`config.mk`:
```
export PLATFORM = sky130hd
export DESIGN_NAME = ups_q1_status_frame_parser
export DESIGN_NICKNAME = d
export VERILOG_FILES = /design/src/design/ups_q1_pkg.sv /design/src/design/ups_q1_status_frame_parser.sv
export VERILOG_INCLUDE_DIRS = /design/src /design/src/design
export SDC_FILE = /design/constraint.sdc
export NUM_CORES = 1
export LEC_CHECK = 0
export ABC_AREA = 1
export BUFFER_PORTS_ARGS = -buffer_cell sky130_fd_sc_hd__buf_2
export CAP_MARGIN = 15
export CORE_UTILIZATION = 60
export DETAILED_ROUTE_END_ITERATION = 10
export PLACE_DENSITY = 0.78
export SYNTH_ARGS = -nofsm -noshare
export SYNTH_HDL_FRONTEND = slang
export SYNTH_SLANG_ARGS = --single-unit
```
`constraint.sdc`:
```
create_clock -name clk_i -period 9.7 [get_ports clk_i]
set_clock_uncertainty 0.15 [all_clocks]
set_input_delay 1.94 -clock clk_i [delete_from_list [all_inputs] [get_ports clk_i]]
set_output_delay 1.94 -clock clk_i [all_outputs]
set_load 0.03 [all_outputs]
```
`src/design/ups_q1_status_frame_parser_defines.svh`:
```
// Assertion macros shared by the parser RTL.
`ifndef UPS_Q1_STATUS_FRAME_PARSER_DEFINES_SVH
`define UPS_Q1_STATUS_FRAME_PARSER_DEFINES_SVH

// Same-cycle implication, checked on every rising clock edge out of reset.
`define UPS_Q1_ASSERT_IMP(label, ante, cons, msg) \
  label: assert property (@(posedge clk_i) disable iff (!rst_ni) (ante) |-> (cons)) \
    else $error(msg);

// Next-cycle implication.
`define UPS_Q1_ASSERT_NXT(label, ante, cons, msg) \
  label: assert property (@(posedge clk_i) disable iff (!rst_ni) (ante) |=> (cons)) \
    else $error(msg);

`endif

```
`src/design/ups_q1_pkg.sv`:
```
package ups_q1_pkg;

  localparam int unsigned WinLen = 47;
  localparam int unsigned NumFlags = 8;
  localparam int unsigned FlagBase = 38;
  localparam logic [7:0] CrByte = 8'd13;
  localparam logic [7:0] OpenParen = 8'h28;
  localparam logic [7:0] AsciiZero = 8'd48;
  localparam logic [7:0] AsciiOne = 8'd49;
  localparam logic [7:0] AsciiNine = 8'd57;
  localparam logic [7:0] PatDigit = 8'h44;  // 'D'
  localparam logic [7:0] PatFlag = 8'h46;   // 'F'
  localparam logic [7:0] PatCr = 8'h43;     // 'C'

  // Frame template, first character in the top byte. D is a digit, F is a
  // flag character, C is the closing carriage return; others match literally.
  localparam logic [WinLen*8-1:0] FramePattern =
    "(DDD.D DDD.D DDD.D DDD DD.D D.DD DD.D FFFFFFFFC";

  typedef logic [7:0] byte_t;

  typedef struct packed {
    logic [7:0] data_byte;
    logic       last_byte;
  } in_t;

  typedef struct packed {
    logic        status;
    logic [13:0] input_volts_tenths;
    logic [13:0] fault_volts_tenths;
    logic [13:0] output_volts_tenths;
    logic [9:0]  load_percent;
    logic [9:0]  freq_tenths;
    logic [9:0]  cell_volts_hundredths;
    logic [9:0]  temp_tenths;
    logic [7:0]  status_flags;
  } out_t;

  function automatic byte_t pattern_at(input int unsigned pos);
    return FramePattern[(WinLen - 1 - pos) * 8 +: 8];
  endfunction

endpackage

```
`src/design/ups_q1_status_frame_parser.sv`:
```
// Channel | Signals                          | Direction
// --------+----------------------------------+----------
// in      | in_valid_i, in_ready_o, in_item_i   | to block
// out     | out_valid_o, out_ready_i, out_item_o | from block
//
// One item is accepted per cycle while in_ready_o is high. The byte is first
// shifted into the 47-byte window register; the template compare and the decoded
// readings of that window are then registered as the result, if any.
// Reset clears the window, the frame-taken flag and both valid flags.
// A stalled output holds the compare stage, which then holds the input.
`include "ups_q1_status_frame_parser_defines.svh"

module ups_q1_status_frame_parser (
  input  logic              clk_i,
  input  logic              rst_ni,
  input  logic              in_valid_i,
  output logic              in_ready_o,
  input  ups_q1_pkg::in_t   in_item_i,
  output logic              out_valid_o,
  input  logic              out_ready_i,
  output ups_q1_pkg::out_t  out_item_o
);

  localparam int unsigned WinLen = ups_q1_pkg::WinLen;
  localparam int unsigned NumFlagsW = ups_q1_pkg::NumFlags;

  ups_q1_pkg::byte_t window_q [WinLen];
  ups_q1_pkg::byte_t window_d [WinLen];
  logic             stage_valid_q, stage_last_q;
  logic             frame_taken_q, frame_taken_d;
  logic             out_valid_q;
  ups_q1_pkg::out_t out_q, result;
  logic             in_fire, out_free, stage_fire, match, has_result;
  logic [NumFlagsW-1:0] flags;

  assign out_free   = !out_valid_q || out_ready_i;
  assign stage_fire = stage_valid_q && out_free;
  assign in_ready_o = !stage_valid_q || out_free;
  assign in_fire    = in_valid_i && in_ready_o;

  // Window update. A finished buffer empties the window before the next byte.
  always_comb begin
    for (int i = 0; i < WinLen; i++) begin
      window_d[i] = (stage_fire && stage_last_q) ? '0 : window_q[i];
    end
    if (in_fire) begin
      for (int i = 0; i < WinLen - 1; i++) begin
        window_d[i] = window_d[i + 1];
      end
      window_d[WinLen - 1] = in_item_i.data_byte;
    end
  end

  // Template compare over all window positions in parallel.
  always_comb begin
    ups_q1_pkg::byte_t p, b;
    match = 1'b1;
    for (int i = 0; i < WinLen; i++) begin
      p = ups_q1_pkg::pattern_at(i);
      b = window_q[i];
      priority if (p == ups_q1_pkg::PatDigit) begin
        if (b < ups_q1_pkg::AsciiZero || b > ups_q1_pkg::AsciiNine) match = 1'b0;
      end else if (p == ups_q1_pkg::PatFlag) begin
        if (b != ups_q1_pkg::AsciiZero && b != ups_q1_pkg::AsciiOne) match = 1'b0;
      end else if (p == ups_q1_pkg::PatCr) begin
        if (b != ups_q1_pkg::CrByte) match = 1'b0;
      end else begin
        if (b != p) match = 1'b0;
      end
    end
  end

  function automatic logic [3:0] dig(input ups_q1_pkg::byte_t b);
    return b[3:0];
  endfunction

  // Three digits and one fraction digit, as in "ddd.d".
  function automatic logic [13:0] val4(input logic [3:0] a, input logic [3:0] b,
                                       input logic [3:0] c, input logic [3:0] d);
    return 14'(a) * 14'd1000 + 14'(b) * 14'd100 + 14'(c) * 14'd10 + 14'(d);
  endfunction

  function automatic logic [9:0] val3(input logic [3:0] a, input logic [3:0] b,
                                      input logic [3:0] c);
    return 10'(a) * 10'd100 + 10'(b) * 10'd10 + 10'(c);
  endfunction

  always_comb begin
    for (int k = 0; k < NumFlagsW; k++) begin
      flags[k] = (window_q[ups_q1_pkg::FlagBase + k] == ups_q1_pkg::AsciiOne);
    end
  end

  assign has_result = !frame_taken_q && (match || stage_last_q);

  always_comb begin
    result = '0;
    result.status = !match;
    if (match) begin
      result.input_volts_tenths = val4(dig(window_q[1]), dig(window_q[2]),
                                       dig(window_q[3]), dig(window_q[5]));
      result.fault_volts_tenths = val4(dig(window_q[7]), dig(window_q[8]),
                                       dig(window_q[9]), dig(window_q[11]));
      result.output_volts_tenths = val4(dig(window_q[13]), dig(window_q[14]),
                                        dig(window_q[15]), dig(window_q[17]));
      result.load_percent = val3(dig(window_q[19]), dig(window_q[20]),
                                 dig(window_q[21]));
      result.freq_tenths = val3(dig(window_q[23]), dig(window_q[24]),
                                dig(window_q[26]));
      result.cell_volts_hundredths = val3(dig(window_q[28]), dig(window_q[30]),
                                          dig(window_q[31]));
      result.temp_tenths = val3(dig(window_q[33]), dig(window_q[34]),
                                dig(window_q[36]));
      result.status_flags = flags;
    end
  end

  always_comb begin
    frame_taken_d = frame_taken_q;
    if (stage_fire) begin
      if (stage_last_q) begin
        frame_taken_d = 1'b0;
      end else if (match) begin
        frame_taken_d = 1'b1;
      end
    end
  end

  always_ff @(posedge clk_i or negedge rst_ni) begin
    if (!rst_ni) begin
      for (int i = 0; i < WinLen; i++) begin
        window_q[i] <= '0;
      end
      stage_valid_q <= 1'b0;
      stage_last_q  <= 1'b0;
      frame_taken_q <= 1'b0;
      out_valid_q   <= 1'b0;
    end else begin
      window_q      <= window_d;
      frame_taken_q <= frame_taken_d;
      if (in_fire) begin
        stage_valid_q <= 1'b1;
        stage_last_q  <= in_item_i.last_byte;
      end else if (stage_fire) begin
        stage_valid_q <= 1'b0;
      end
      if (stage_fire && has_result) begin
        out_valid_q <= 1'b1;
      end else if (out_ready_i) begin
        out_valid_q <= 1'b0;
      end
    end
  end

  always_ff @(posedge clk_i) begin
    if (stage_fire && has_result) begin
      out_q <= result;
    end
  end

  assign out_valid_o = out_valid_q;
  assign out_item_o  = out_q;

  `UPS_Q1_ASSERT_IMP(a_err_fields_zero, out_valid_o && out_item_o.status,
    out_item_o.status_flags == '0 && out_item_o.input_volts_tenths == '0,
    "error item carries nonzero fields")
  `UPS_Q1_ASSERT_IMP(a_stall_needs_stage, !in_ready_o, stage_valid_q && out_valid_q,
    "input stalled without a blocked stage")
  `UPS_Q1_ASSERT_NXT(a_last_clears_taken, stage_fire && stage_last_q, !frame_taken_q,
    "frame flag survived end of buffer")
  `UPS_Q1_ASSERT_NXT(a_one_frame, frame_taken_q && stage_fire && !stage_last_q,
    frame_taken_q, "frame flag dropped inside a buffer")

endmodule

```
=== Yosys cells after proc, flatten, opt, wreduce, memory -nomap -nowiden ===
Index checks and enable logic that the tools add are counted.
W data, S select, Z words.

* Multipliers: 17
* $lt $le $gt $ge: 48
* Reductions and logical operators: 49
* Add/subtract/negate cells: 17
* Mux-type cells: 101
* Eq/ne operators: 39

{| class="wikitable"
|+ Operators with widths
! cell !! number
|-
| $mux W376 || 1
|-
| $mux W8 || 47
|-
| $ne A8 B6 Y1 const B || 30
|-
| $gt A8 B6 Y1 const B || 24
|-
| $lt A8 B6 Y1 const B || 24
|-
| $eq A8 B6 Y1 const B || 8
|-
| $mux W1 || 53
|-
| $mul A4 B3 Y7 const B || 7
|-
| $add A14 B11 Y14 || 3
|-
| $add A14 B4 Y14 || 3
|-
| $add A14 B8 Y14 || 3
|-
| $add A10 B4 Y10 || 4
|-
| $add A10 B8 Y10 || 4
|-
| $mul A4 B7 Y11 const B || 3
|-
| $mul A4 B5 Y8 const B || 4
|-
| $logic_or A1 B1 Y1 || 27
|-
| $mul A4 B5 Y9 const B || 3
|-
| $logic_and A1 B1 Y1 || 13
|-
| $ne A8 B4 Y1 const B || 1
|-
| $reduce_bool A2 Y1 || 4
|-
| $logic_not A1 Y1 || 4
|-
| $reduce_and A2 Y1 || 1
|}

* Bits of input ports: 13
* Logic and storage cells: 331
* Output and inout port bits: 93
* Bits in registers: 471

=== Longest topological paths before layout ===
Gate-level depths: netlist of run 1.

* Depth after elaboration: 52
* Depth in mapped cells: 21

=== Worst setup path after synthesis of run 1 ===
No wires, ideal clock.

* Path kind: input port to flip-flop
* Start point: input port out_ready_i
* End point: register out_q, in the netlist out_item_o[0] (enable)
* Setup time: 0.445 ns
* Stages: 10
* Arrival: 4.478 ns
* Path slack: 4.627 ns
* Cell sequence: inv_1 > nand2_1 > nand2_1 > inv_1 > nand2_1 > clkbuf_1 > buf_2 > nand2_1 > nand2_1 > inv_1

* Cells in the longest elaborated chain, start to end: 3

{| class="wikitable"
|+ Ends and longest elaborated chain
! what !! RTL line !! RTL
|-
| start: declaration || ups_q1_status_frame_parser.sv:20 || <nowiki>input logic out_ready_i,</nowiki>
|-
| $logic_or A1 B1 Y1 || ups_q1_status_frame_parser.sv:36 || <nowiki>assign out_free = !out_valid_q || out_ready_i;</nowiki>
|-
| $logic_and A1 B1 Y1 || ups_q1_status_frame_parser.sv:37 || <nowiki>assign stage_fire = stage_valid_q && out_free;</nowiki>
|-
| $logic_and A1 B1 Y1 || ups_q1_status_frame_parser.sv:156 || <nowiki>if (stage_fire && has_result) begin</nowiki>
|-
| end signal: assignment || ups_q1_status_frame_parser.sv:157 || <nowiki>out_q <= result;</nowiki>
|-
| end: declaration || ups_q1_status_frame_parser.sv:32 || <nowiki>ups_q1_pkg::out_t out_q, result;</nowiki>
|}

No other way between the ends.
A chain may end at the register's enable or synchronous reset.

=== Final worst setup path of run 1 ===
* Start point: register window_q[314] in the netlist's numbering
* End point: register out_q, in the netlist out_item_o[75] (data pin)

* Cells in the longest elaborated chain, start to end: 42

{| class="wikitable"
|+ Ends and longest elaborated chain
! what !! RTL line !! RTL
|-
| start: declaration || ups_q1_status_frame_parser.sv:27 || <nowiki>ups_q1_pkg::byte_t window_q [WinLen];</nowiki>
|-
| start signal: assignment || ups_q1_status_frame_parser.sv:139 || <nowiki>window_q <= window_d;</nowiki>
|-
| $lt A8 B6 Y1 / $gt A8 B6 Y1 (equally long branches) || ups_q1_status_frame_parser.sv:62 || <nowiki>if (b < ups_q1_pkg::AsciiZero || b > ups_q1_pkg::AsciiNine) match = 1'b0;</nowiki>
|-
| $logic_or A1 B1 Y1 || ups_q1_status_frame_parser.sv:62 ||
|-
| $mux W1 (3 in series) || ups_q1_status_frame_parser.sv:62 ||
|-
| $mux W1 || ups_q1_status_frame_parser.sv:68 || <nowiki>if (b != p) match = 1'b0;</nowiki>
|-
| $mux W1 || ups_q1_status_frame_parser.sv:62 ||
|-
| $mux W1 || ups_q1_status_frame_parser.sv:68 ||
|-
| $mux W1 (3 in series) || ups_q1_status_frame_parser.sv:62 ||
|-
| $mux W1 || ups_q1_status_frame_parser.sv:68 ||
|-
| (+13 left out) || - ||
|-
| $mux W1 (2 in series) || ups_q1_status_frame_parser.sv:62 ||
|-
| $mux W1 || ups_q1_status_frame_parser.sv:68 ||
|-
| $mux W1 (2 in series) || ups_q1_status_frame_parser.sv:62 ||
|-
| $mux W1 || ups_q1_status_frame_parser.sv:68 ||
|-
| $mux W1 || ups_q1_status_frame_parser.sv:62 ||
|-
| $mux W1 || ups_q1_status_frame_parser.sv:68 ||
|-
| $mux W1 (8 in series) || ups_q1_status_frame_parser.sv:64 || <nowiki>if (b != ups_q1_pkg::AsciiZero && b != ups_q1_pkg::AsciiOne) match = 1'b0;</nowiki>
|-
| $mux W1 || ups_q1_status_frame_parser.sv:66 || <nowiki>if (b != ups_q1_pkg::CrByte) match = 1'b0;</nowiki>
|}

Several ways; a longest one is shown, not always the timed one.

==> results.md, run 1 <==
- Status: completed
- Main area contributors after synthesis: dfrtp_1, ha_1, edfxtp_1
- 1st-iter DRT viols: 1781
- Tot GR Track Use: 25.6%
- Slowest stage cell, crit path: fa_1
- Aggregate global routing overflow: 0
- First-pass GRT wire length: ~99000 µm
- Seq cells post-synth: around 470
- Nets: 3477
- Leakage power: 14.2 nW
- Hpwl dp: between 30000 and 40000 µm
- Core area: 45400 µm²
- Mapped Cells: 3106
- Worst slack, placed: 4.68 ns
- GPL Wtd Cong: 0.875
- Most frequent cells in the layout: nand2_1, nand3_1, o21ai_0
- Setup_tns: 0 ns
- Pwr dens: approximately 150 nW/µm²
- Total CTS buffers: between 40 and 50
- Clk sink count: 471
- Crit. End Element: flop
- CTS tree: yes
- Worst-Skew Late Latency: 0.60 ns
- Slew Limit Fails: 0
- Hold/Removal Path Class: flop to flop
- # IOs: 106
- Post_cts resized: 0
- Die Wd: 217 µm
- FF/Latch Area: 12200 µm²
- F_max: approximately 210 MHz
- Synth warnings: 0
- Final worst path period need: between 4 and 5 ns
- CP arrival: 4.99 ns
- Worst stage delay on the critical path: approximately 0.66 ns
- Antenna Cells: 0
- Post-synth top area share: 34.4%
- Type of origin of the critical path: flop
- Required time worst endpoint: 9.88 ns
- Worst-Margin Slew: 1.12 ns
- Path type of the worst setup path: flop to flop
- Count of final hold-check violations: 0
- Largest net degree at the start of global routing: approximately 270
- H-tree levels: 2
- Routed len/inst: 15.7 µm
- Die Footprint: 47000 µm²
- Final setup margin: 4.88 ns
- Clock root buffer: clkbuf_16
- Die H: ~220 µm
- Starting Density: 60.9%
- Crit-path max FO: 9
- DRC violations left: 0
- Final worst-path cycle share: 49.6%
- FP Rows: about 80
- Via count: 21100
- Cell Area, Synth: ~28000 µm²
- Initial antenna violation count: 0
- Sequential share of the synthesized area: 44.3%
- DRT Pass-1 Iters: 6
- CTS max path bufs: 3
- Layout cells sized above 1: 8.07%
- Routed WL: 59200 µm
- Buffers on Ports: 105
- Post-Synthesis Net Count: 3461
- Cts-stage hold buffer count: 0
- Vias per std cell: 5.60
- Area taken by multi-input logic gates: 13400 µm²
- RSZ-0062 raised after global routing: no
- Critical Path, Cell by Cell: fa_1 -> inv_1 -> fa_1 -> inv_1 -> ha_1 -> nand2_1 -> o21ai_0 -> xor2_1 -> inv_1 -> ha_1 -> ha_1 -> ha_1 -> inv_1 -> o21ai_0 -> a31oi_1 -> nand2_1 -> a31oi_1 -> nand2_1 -> nand2_1 -> nor2_1
- Synth-to-layout area growth: 8.95%
- Max Cap Viol: 0
- Reg clk slew, reported paths: 0.06 ns
- Postcts setup bufs: 0
- Fillers: between 3000 and 4000
- Most common cell after layout, fill and taps aside: nand2_1
- VDD IR-drop max: 0.126 mV
- Area leader, netlist: dfrtp_1
- Max-slew headroom: 25.5%
- Antenna viol nets, final: 0
- Hold slack: about 0.35 ns
- Vias in the first global route: ~20000
- Unique cell type count in the Yosys netlist: 39
- Setup violations, final: 0
- Avg Cell Area, Syn: 8.90 µm²
## per-stage QoR
| stage | std cells | power [mW] | instance area [µm²] | utilization, % |
|---|---|---|---|---|
| 6_report | 3761 | 4.50 | 30100 | 66.4 |
| 5_1_grt | 3761 | 4.66 | 30100 | 66.4 |
| 4_1_cts | 3759 | 4.53 | 30100 | 66.3 |
| 3_5_place_dp | 3669 | 2.59 | 28400 | 62.6 |
| 3_3_place_gp | 3669 | 2.57 | 28400 | 62.6 |
| 2_1_floorplan | 3106 | 2.47 | 27700 | - |
## kinds of logic after synthesis
family | share of synthesized area, %
xor+xnor | 1.71
buf+inv | 7.45
fa+ha+maj | 17.4
simple gates | 19.2
flops | 44.3
compound gates | 9.99
## layout make-up
cell class | count | area share (%)
Clock buffer | 63 | 4.72
Clock inverter | 27 | 0.876
Inverter | 363 | 4.56
Multi-Input combinational cell | 2119 | 44.4
Sequential cell | 471 | 40.6
Tap cell | 600 | 2.49
Timing Repair Buffer | 118 | 2.32
## power by group
group          internal [mW]  switching (mW)
sequential              2.10          0.0436
clock                   1.15           0.803
combinational         0.0801           0.329
## path summary, 6_finish.rpt
check                              startpoint             end  slack [ns]  cells after the start
worst min-delay path            window_q[373]   window_q[373]        0.35                      2
worst max-delay path            window_q[314]  out_item_o[75]        4.88                     20
worst max register to register  window_q[314]  out_item_o[75]        4.88                     20
min in group asynchronous              rst_ni   window_q[208]        1.26                      1
worst min register to register  window_q[373]   window_q[373]        0.35                      2
max in group asynchronous              rst_ni    window_q[31]        6.55                      2
## per-layer routing
layer	GRT usage (%)	vias to the layer above	wire length [µm]
met1	34.3	10200	26300
met5	0	-	0
li1	-	10300	-
met4	8.15	0	1420
met3	3.40	91	2450
met2	43.3	455	29000
## state kept, by name (all words and copies together), names as in the netlist
name	cells
frame_taken_q	1
window_q	376
out_item_o	91
out_valid_o	1
stage_valid_q	1
stage_last_q	1
## cell usage after synthesis, drive strengths merged
cell type and count:
a21o 7, a21oi 67, a31o 1, a31oi 12
and2 3, buf 81, clkbuf 72, dfrtp 380
edfxtp 91, fa 71, ha 271, inv 363
nand2 500, nand3 419, nand3b 6, nand4 14
nor2 206, nor2b 5, nor3 17, nor3b 15
o2111a 2, o2111ai 2, o21a 2, o21ai 412
o21bai 10, o31ai 13, or2 10, xnor2 29
xor2 25
## worst max-delay path, delay by kind of cell, from the launching register on
kind | cells | cell delay [ns]
AO/OA/AOI/OAI | 4 | 0.73
XOR/XNOR | 1 | 0.17
adder cells (fa/ha/maj) | 6 | 2.43
buffers and inverters | 4 | 0.26
flip-flops | 1 | 0.51
AND/OR/NAND/NOR | 5 | 0.31
Power figures use the tool's default switching activity.
==> run 2, diff against run 1 <==
==> constraint.sdc (replaced) <==
create_clock -name clk_i -period 4.9 [get_ports clk_i]
set_clock_uncertainty 0.15 [all_clocks]
set_input_delay 0.98 -clock clk_i [delete_from_list [all_inputs] [get_ports clk_i]]
set_output_delay 0.98 -clock clk_i [all_outputs]
set_load 0.03 [all_outputs]
==> run 2 against run 1 <==
  * Cell area rose by 0.63%
  * Combinational power grew 100%
  * Register-to-register slack worse by 4.6 ns
  * Critical endpoint unchanged
  * Utilization is 0.42 points higher
  * Die area unchanged
  * Clock power is 96% higher
  * Largest cell class unchanged
  * Sequential power increased by 98%
  * Setup slack got worse by 4.6 ns
==> results.md, run 2 (synthesized netlist as in run 1, its figures left out) <==
- H-tree levels: 2 (unchanged)
- Max Cap Viol: 0 (unchanged)
- # IOs: 106 (unchanged)
- Routed len/inst: 15.7 µm (-0.31%)
- Hold/Removal Path Class: input pin to async pin
- Via count: 21100 (+0.25%)
- Nets: 3494 (+0.49%)
- First-pass GRT wire length: 98900 µm (-0.24%)
- RSZ-0062 raised after global routing: no
- Met2 wire length: 28400 µm (-2.3%)
- Worst-Margin Slew: 0.980 ns (-0.137 ns)
- Starting Density: 60.9% (unchanged)
- Most flop-heavy register: window_q
- Sw Ratio: 26.3% (+0.23 points)
- Wire length on met1: 26700 µm (+1.6%)
- Type of origin of the critical path: flop
- DRC violations left: 0 (unchanged)
- Max reg flops: 376 (unchanged)
- FP Rows: 78 (unchanged)
- Initial antenna violation count: 1 (+1)
- Setup_tns: 0 ns (unchanged)
- Internal power: 6.55 mW (+97%)
- Cts-stage hold buffer count: 0 (unchanged)
- DR WL met3: 2300 µm (-6.2%)
- CTS tree: yes
- Reg power frac: 47.8% (about the same)
- Buffers on Ports: 105 (unchanged)
- Routed WL: 59300 µm (+0.20%)
- Die H: 217 µm (unchanged)
- Reg2reg end: out_item_o[75]
- Clock share of power: 43.0% (-0.3 points)
- Leakage power: 14.3 nW (+0.44%)
- Slew Limit Fails: 0 (unchanged)
- Most frequent cells in the layout: nand2_1, nand3_1, o21ai_0
- Aggregate global routing overflow: 0 (unchanged)
- GPL Wtd Cong: 0.885 (+1.1%)
- Max-slew headroom: 34.7% (+9.2 points)
- Fin area: 30300 µm² (+0.63%)
- CP arrival: 4.85 ns (-0.14 ns)
- Total Power: 8.89 mW (+97%)
- Pwr dens: 293 nW/µm² (+96%)
- Die Wd: 217 µm (unchanged)
- Worst-Skew Late Latency: 0.59 ns (about the same)
- Clock root buffer: clkbuf_16
- Antenna viol nets, final: 0 (unchanged)
- Setup violations, final: 0 (unchanged)
- Crit. End Element: flop
- Total CTS buffers: 51 (+4.1%)
- Critical path launch point: window_q[315]
- Hpwl dp: 40300 µm (+1.2%)
- F_max: 215 MHz (+3.6%)
- Path type of the worst setup path: flop to flop
- Final worst-path cycle share: 94.9% (+45 points)
- Die Footprint: 47000 µm² (unchanged)
- Clk sink count: 471 (unchanged)
- DRT Pass-1 Iters: 6 (unchanged)
- Vias per std cell: 5.58 (-0.26%)
- Placed inst area: 28600 µm² (+0.68%)
- Worst R2R Setup Slack: 0.25 ns (-4.63 ns)
- Vias in the first global route: 20600 (+0.92%)
- Psw: 2.34 mW (+99%)
- Crit-path max FO: 5 (-4)
- Required time worst endpoint: 5.10 ns (-4.78 ns)
- Synth-to-layout area growth: 9.64%
- 1st-iter DRT viols: 1639 (-8.0%)
- FF-to-FF path depth: 20 (unchanged)
- Highest metal layer with signal wires: met4
- Final worst path period need: 4.65 ns (-0.165 ns)
- Reg2reg start: window_q[315]
- Status: completed
- Count of final hold-check violations: 0 (unchanged)
- Fillers: 3589 (+1.6%)
- FF/Latch Area: 12200 µm² (about the same)
- Reg clk slew, reported paths: 0.06 ns (about the same)
- Area taken by multi-input logic gates: 13400 µm² (+0.32%)
- Most common cell after layout, fill and taps aside: nand2_1
- Logic gate share of total power: 9.2% (about the same)
- VDD IR-drop max: 0.201 mV (+59%)
- CTS max path bufs: 3 (unchanged)
- Layout cells sized above 1: 8.68% (+0.61 points)
- Tot GR Track Use: 25.5% (-0.15 points)
- Core area: 45400 µm² (unchanged)
- Antenna Cells: 0 (unchanged)
- Largest net degree at the start of global routing: 246 (-8.2%)
[run 2: changes by cell type in the layout (fill, tap and decap cells not counted), sizes merged]
cell,change
clkbuf,+10
clkinvlp,-2
clkinv,-1
buf,+15
bufinv,-3
[run 2: final cells by class]
class | instances | area share [%]
Inverter | 363 | 4.53
Tap cell | 600 | 2.48
Timing Repair Buffer | 133 | 2.83
Clock buffer | 73 | 5.03
Multi-Input combinational cell | 2119 | 44.3
Sequential cell | 471 | 40.4
Clock inverter | 21 | 0.475
[run 2: power groups by stage]
stage | registers, mW | logic [mW] | clock network, mW
3_5_place_dp | 4.32 | 0.820 | 0
4_1_cts | 4.25 | 0.822 | 3.88
2_1_floorplan | 4.45 | 0.449 | 0
3_3_place_gp | 4.31 | 0.806 | 0
6_report | 4.25 | 0.816 | 3.83
5_1_grt | 4.26 | 0.905 | 4.03
[run 2: worst max path at each step]
stage / endpoint / slack, ns / depth (start not counted)
6_report: out_item_o[75] / 0.25 / 20
3_3_place_gp: out_item_o[75] / 0.32 / 20
2_1_floorplan: out_item_o[75] / 0.44 / 20
5_1_grt: out_item_o[88] / 0.003 / 18
4_1_cts: out_item_o[60] / 0.07 / 18
3_5_place_dp: out_item_o[60] / 0.07 / 18
[run 2: critical path: stages, from the launching register on]
cell	delay [ns]
dfrtp_1	0.41
fa_2	0.64
inv_1	0.07
fa_1	0.50
inv_1	0.07
ha_4	0.28
nand2_1	0.06
o21ai_2	0.15
xor2_1	0.15
inv_1	0.05
ha_1	0.27
ha_1	0.30
ha_1	0.36
inv_1	0.10
o21ai_0	0.15
a31oi_1	0.22
nand2_1	0.09
a31oi_1	0.18
nand2_1	0.08
nand2_1	0.08
nor2_1	0.04
[run 2: timing repair]
action                     in CTS  in global routing
setup endpoints to repair       0                  8
gates resized for setup         0                 15
buffers inserted                0                  3
[run 2: stage by stage]
step | std cells | utilization [%] | setup WS, ns | hold slack (ns)
final | 3780 | 66.8 | 0.250 | 0.348
after detailed placement | 3683 | 63.0 | 0.0727 | 0.343
after floorplan | 3106 | - | 0.444 | 0.299
after CTS | 3777 | 66.7 | 0.0731 | 0.355
after global routing | 3780 | 66.8 | 0.00269 | 0.404
after global placement | 3683 | 63.0 | 0.320 | 0.333
[run 2: layer usage]
| metal | up-vias | track usage [%] |
|---|---|---|
| met1 | 10100 | 34.6 |
| met5 | - | 0 |
| met2 | 448 | 42.2 |
| met3 | 131 | 2.91 |
| met4 | 0 | 9.51 |
| li1 | 10400 | - |
